## config.mk

```make
export PLATFORM = sky130hd
export DESIGN_NAME = cbf_ram
export DESIGN_NICKNAME = d
export VERILOG_FILES = /design/src/sv/cbf_ram.sv
export SDC_FILE = /design/constraint.sdc
export NUM_CORES = 1
export LEC_CHECK = 0
export ABC_AREA = 1
export BUFFER_PORTS_ARGS = -buffer_cell sky130_fd_sc_hd__buf_2
export CORE_MARGIN = 3
export CORE_UTILIZATION = 32
export CTS_BUF_LIST = sky130_fd_sc_hd__clkbuf_4 sky130_fd_sc_hd__clkbuf_8 sky130_fd_sc_hd__clkbuf_16
export CTS_CLUSTER_SIZE = 10
export DETAILED_ROUTE_END_ITERATION = 10
export PLACE_DENSITY = 0.61
export SLEW_MARGIN = 20
export SYNTH_ARGS = -nofsm -noshare
export SYNTH_HDL_FRONTEND = slang
export SYNTH_SLANG_ARGS = --single-unit
```

## constraint.sdc

```tcl
create_clock -name clk -period 1.5 [get_ports clk]
set_clock_uncertainty 0.2 [all_clocks]
set_input_delay 0.075 -clock clk [delete_from_list [all_inputs] [get_ports clk]]
set_output_delay 0.075 -clock clk [all_outputs]
set_load 0.02 [all_outputs]
```

## src/sv/cbf_ram.sv

```systemverilog
// Generic single-port RAM with registered read.
`timescale 1ns / 1ps
`default_nettype none

module cbf_ram #(
    parameter int WIDTH = 8,
    parameter int DEPTH = 4,
    parameter int AW    = (DEPTH > 1) ? $clog2(DEPTH) : 1
) (
    input  wire logic             clk,
    input  wire logic             we,
    input  wire logic [AW-1:0]    addr,
    input  wire logic [WIDTH-1:0] wr_data,
    output logic      [WIDTH-1:0] rd_data
);

    logic [WIDTH-1:0] mem [DEPTH];
    logic [WIDTH-1:0] rd_data_reg;

    always_ff @(posedge clk)
    begin
        if (we)
        begin
            mem[addr] <= wr_data;
        end
        rd_data_reg <= mem[addr];
    end

    assign rd_data = rd_data_reg;

endmodule

`default_nettype wire

```

Yosys cells after proc, flatten, opt, wreduce, memory -nomap -nowiden
Memory sizes are Yosys's and may differ from the RTL's. A register that Yosys moved wholly into a read port is not among the register bits. Index checks and enable logic that the tools add are counted.

Logic and storage cells: 3. Memories: 1. Register bits after elaboration: 0. RAM bits: 32. Bits in latches: 0. Bits in read-only memories: 0. Output and inout bits: 8.

Memories: mem (words 4, bits a word 8, read ports 1, clocked after memory_dff 1, write ports 1, line 17) `logic [WIDTH-1:0] mem [DEPTH];`.

Mux-type cells: 2. Equal/unequal tests: 0. Reduce and logical (&&, ||, !) cells: 0. Div/mod/pow operators: 0. Bitwise operators: 0. Add/sub/neg operators: 0. Shift operators: 0. Multiply operators: 0. Magnitude comparators: 0.

Operator list (count): 1-bit 2-to-1 mux (2).

Depth between registers and ports, before layout
Word-level depth: 2. Mapped depth: 7. Mapped depth without buffers: 5.

Worst setup path after synthesis
OpenSTA, ideal clock, no wires.

Path kind: input to register. From: input addr[0]. To: memory mem[2][0] (enable). Buffers on the path: 2. Library setup time: 0.383 ns. Stages on the path: 3. Slack: -0.068 ns. Arrival time: 0.984 ns. Cell sequence: buf_6 -> buf_6 -> nor3_1.

RTL lines: from (decl) (line 12) `input wire logic [AW-1:0] addr,`; to (decl) (line 17).

No word-level cell before the write port.

==> flow_metrics.tcl <==
set metrics [dict create \
    track_usage_pct 11.0 \
    netlist_top_cells_area "edfxtp_1 64%, nand2_1 16%, dfxtp_1 11%" \
    clockBufferDepth 2 \
    end_kind "flip-flop" \
    die_w_um 74.6 \
    wirelength_mm 2.74 \
    fmax_mhz 826 \
    peakVddDrop_mv 0.355 \
    fin_area_mm2 0.00189 \
    htreeDepth 2 \
    ys_seq_elements 40 \
    drt_iter0_markers 38 \
    final_cells 218 \
    synth_flop_cell "edfxtp_1" \
    netlist.area_leader.share_pct 63.8 \
    leakage_nw 0.812 \
    dieArea_mm2 0.00557 \
    synth_common_cells "64 x nand2_1, 32 x edfxtp_1, 8 x dfxtp_1, 8 x nand2_2" \
    largest_reg_flops 32 \
    worstMarginPinSlew_ps 385 \
    num_vias 982 \
    cts.clk_slew.worst_paths_ps 70 \
    worst-r2r-cell-count 4 \
    pwr-share-comb_pct 9.8 \
    p_int_mw 1.66 \
    io_pins 20 \
    slew_viol_final 0 \
    areaGrowthSynthToFinish_pct 25.7 \
    critical_path_class "primary input to flip-flop" \
    die_h_um 74.6 \
    r2r_slack_ps 580 \
    wire_per_inst_um 12.6 \
    status "completed" \
    drc 0 \
    crit_path_start_kind "primary input" \
    cp_data_arrival_time_ps 1250 \
    drv_cap 0 \
    path_max_fanout 6 \
    setup-tns-final_ps 0 \
    p_sw_share_pct 22.7 \
    post_cts_buffers 0 \
    gp_congestion 0.763 \
    synth_fp_nets 135 \
    crit_path_start "addr[1]" \
    hold_path.class "primary input to flip-flop" \
    relSlewSlack_pct 74.3 \
    min_period_over_period_pct 80.7 \
    row_count 24 \
    syn_area_mm2 0.00151 \
    place_area_mm2 0.00169 \
    required_ps 1540 \
    cts_made_buffers 5 \
    finalHoldViolCount 0 \
    ys_async_sr_fraction_pct 0 \
    synth_area_per_cell_um2 12.2 \
    grt_max_degree 20 \
    endpoint "rd_data[1]" \
    cts_root_buf "clkbuf_8" \
    p_per_area_mw_per_mm2 1140 \
    coreArea_mm2 0.00444 \
    cts_tree "built" \
    cts_resized 0 \
    synth.most_common_cell "nand2_1" \
    antenna_cells 0 \
    yosys_warnings 0 \
    antenna_found_initial 0 \
    initial_core_util_pct 33.9 \
    pwr-share-seq_pct 59.5 \
    post-route-min-period_ps 1210 \
    synth_top_area_cell "edfxtp_1" \
    r2r-end "rd_data[1]" \
    place_inst 198 \
    timing.rr.start "mem[0][1]" \
    drive_above_1_share_pct 28.9 \
    io_buffers 19 \
    grt_setup_unrepaired "false" \
    synth_cell_types 12 \
    synth.yosys.seq_area_share_pct 74.4 \
    power.share.clock_pct 30.7 \
    synth_edf_count 32 \
    clkLatencyLatePin_ps 290 \
    dp_hpwl_mm 1.83 \
    finalSetupViolCount 0 \
    netlist_instances 123 \
    viasPerCell 4.50 \
    drtAntennaViolNets 0 \
    gr-total-overflow 0 \
    p_sw_mw 0.488 \
    drt-pass1-iter-count 4 \
    grt_pass1_wl_mm 4.25 \
    fin_nets 177 \
    total_power_mw 2.15 \
    cts_sinks 40 \
    grt_pass1_vias 949 \
]
## worst min-delay path by stage
stage / startpoint / end / cells after the start
2_1_floorplan: wr_data[0] / mem[0][0] / 0
3_3_place_gp: wr_data[5] / mem[2][5] / 1
3_5_place_dp: wr_data[7] / mem[2][7] / 1
4_1_cts: addr[1] / rd_data[7] / 4
5_1_grt: addr[1] / rd_data[5] / 4
6_report: addr[1] / rd_data[0] / 4
## logic make-up (layout without fill, tap and decap cells)
group | Yosys count | after routing | share of synthesized area (%)
flops | 40 | 40 | 74.4
buf+inv | 7 | 50 | 4.32
simple gates | 76 | 76 | 21.3
## repair_timing
item                       4_1_cts  5_1_grt
setup endpoints to repair        0        1
hold endpoints to repair        34        1
hold buffers                    12        1
## per-stage QoR
step                hold slack (ps)  setup slack [ps]  util, %
finish                         49.7               289     42.6
global route                   46.6               249     42.6
CTS                            31.9              38.6     42.6
detailed placement             97.7               116     38.0
global placement               99.2               133     38.0
floorplan                     -26.1               144        -
## worst max-delay path, stage by stage
cell	delay, ps
buf_2	130
inv_2	110
dlygate4sd3_1	770
nand2_1	100
nand2_1	60
## metal layers
layer / up-vias / track usage (%) / wire [µm]
met5: - / 0 / 0
met4: 0 / 8.10 / 83
met3: 9 / 4.14 / 178
met2: 37 / 16.8 / 1260
met1: 453 / 12.6 / 1210
li1: 483 / - / -
## area by class of cell
type / instances / area, µm²
fillers: 418 / 2550
clock inverters: 3 / 13.8
clock buffers: 5 / 68.8
multi-input cells: 76 / 330
well taps: 52 / 65.1
flip-flops and latches: 40 / 1120
repair buffers: 39 / 275
inverters: 3 / 18.8
## placed cells by master (no fill, tap or decap)
cell type,n
clkbuf_8,5
dlygate4sd3_1,12
inv_2,1
inv_8,1
nor3_2,4
nand2_1,64
buf_4,8
buf_2,19
clkinv_2,2
inv_1,1
nand2_2,8
dfxtp_1,8
edfxtp_1,32
clkinv_1,1
## power by group through the flow
stage	clock, mW	sequential, mW	combinational, mW
global placement	0	1.30	0.185
CTS	0.683	1.28	0.213
global route	0.725	1.29	0.231
floorplan	0	1.33	0.0934
detailed placement	0	1.30	0.186
finish	0.660	1.28	0.210
Note: power is estimated with default switching activity, not from simulation.
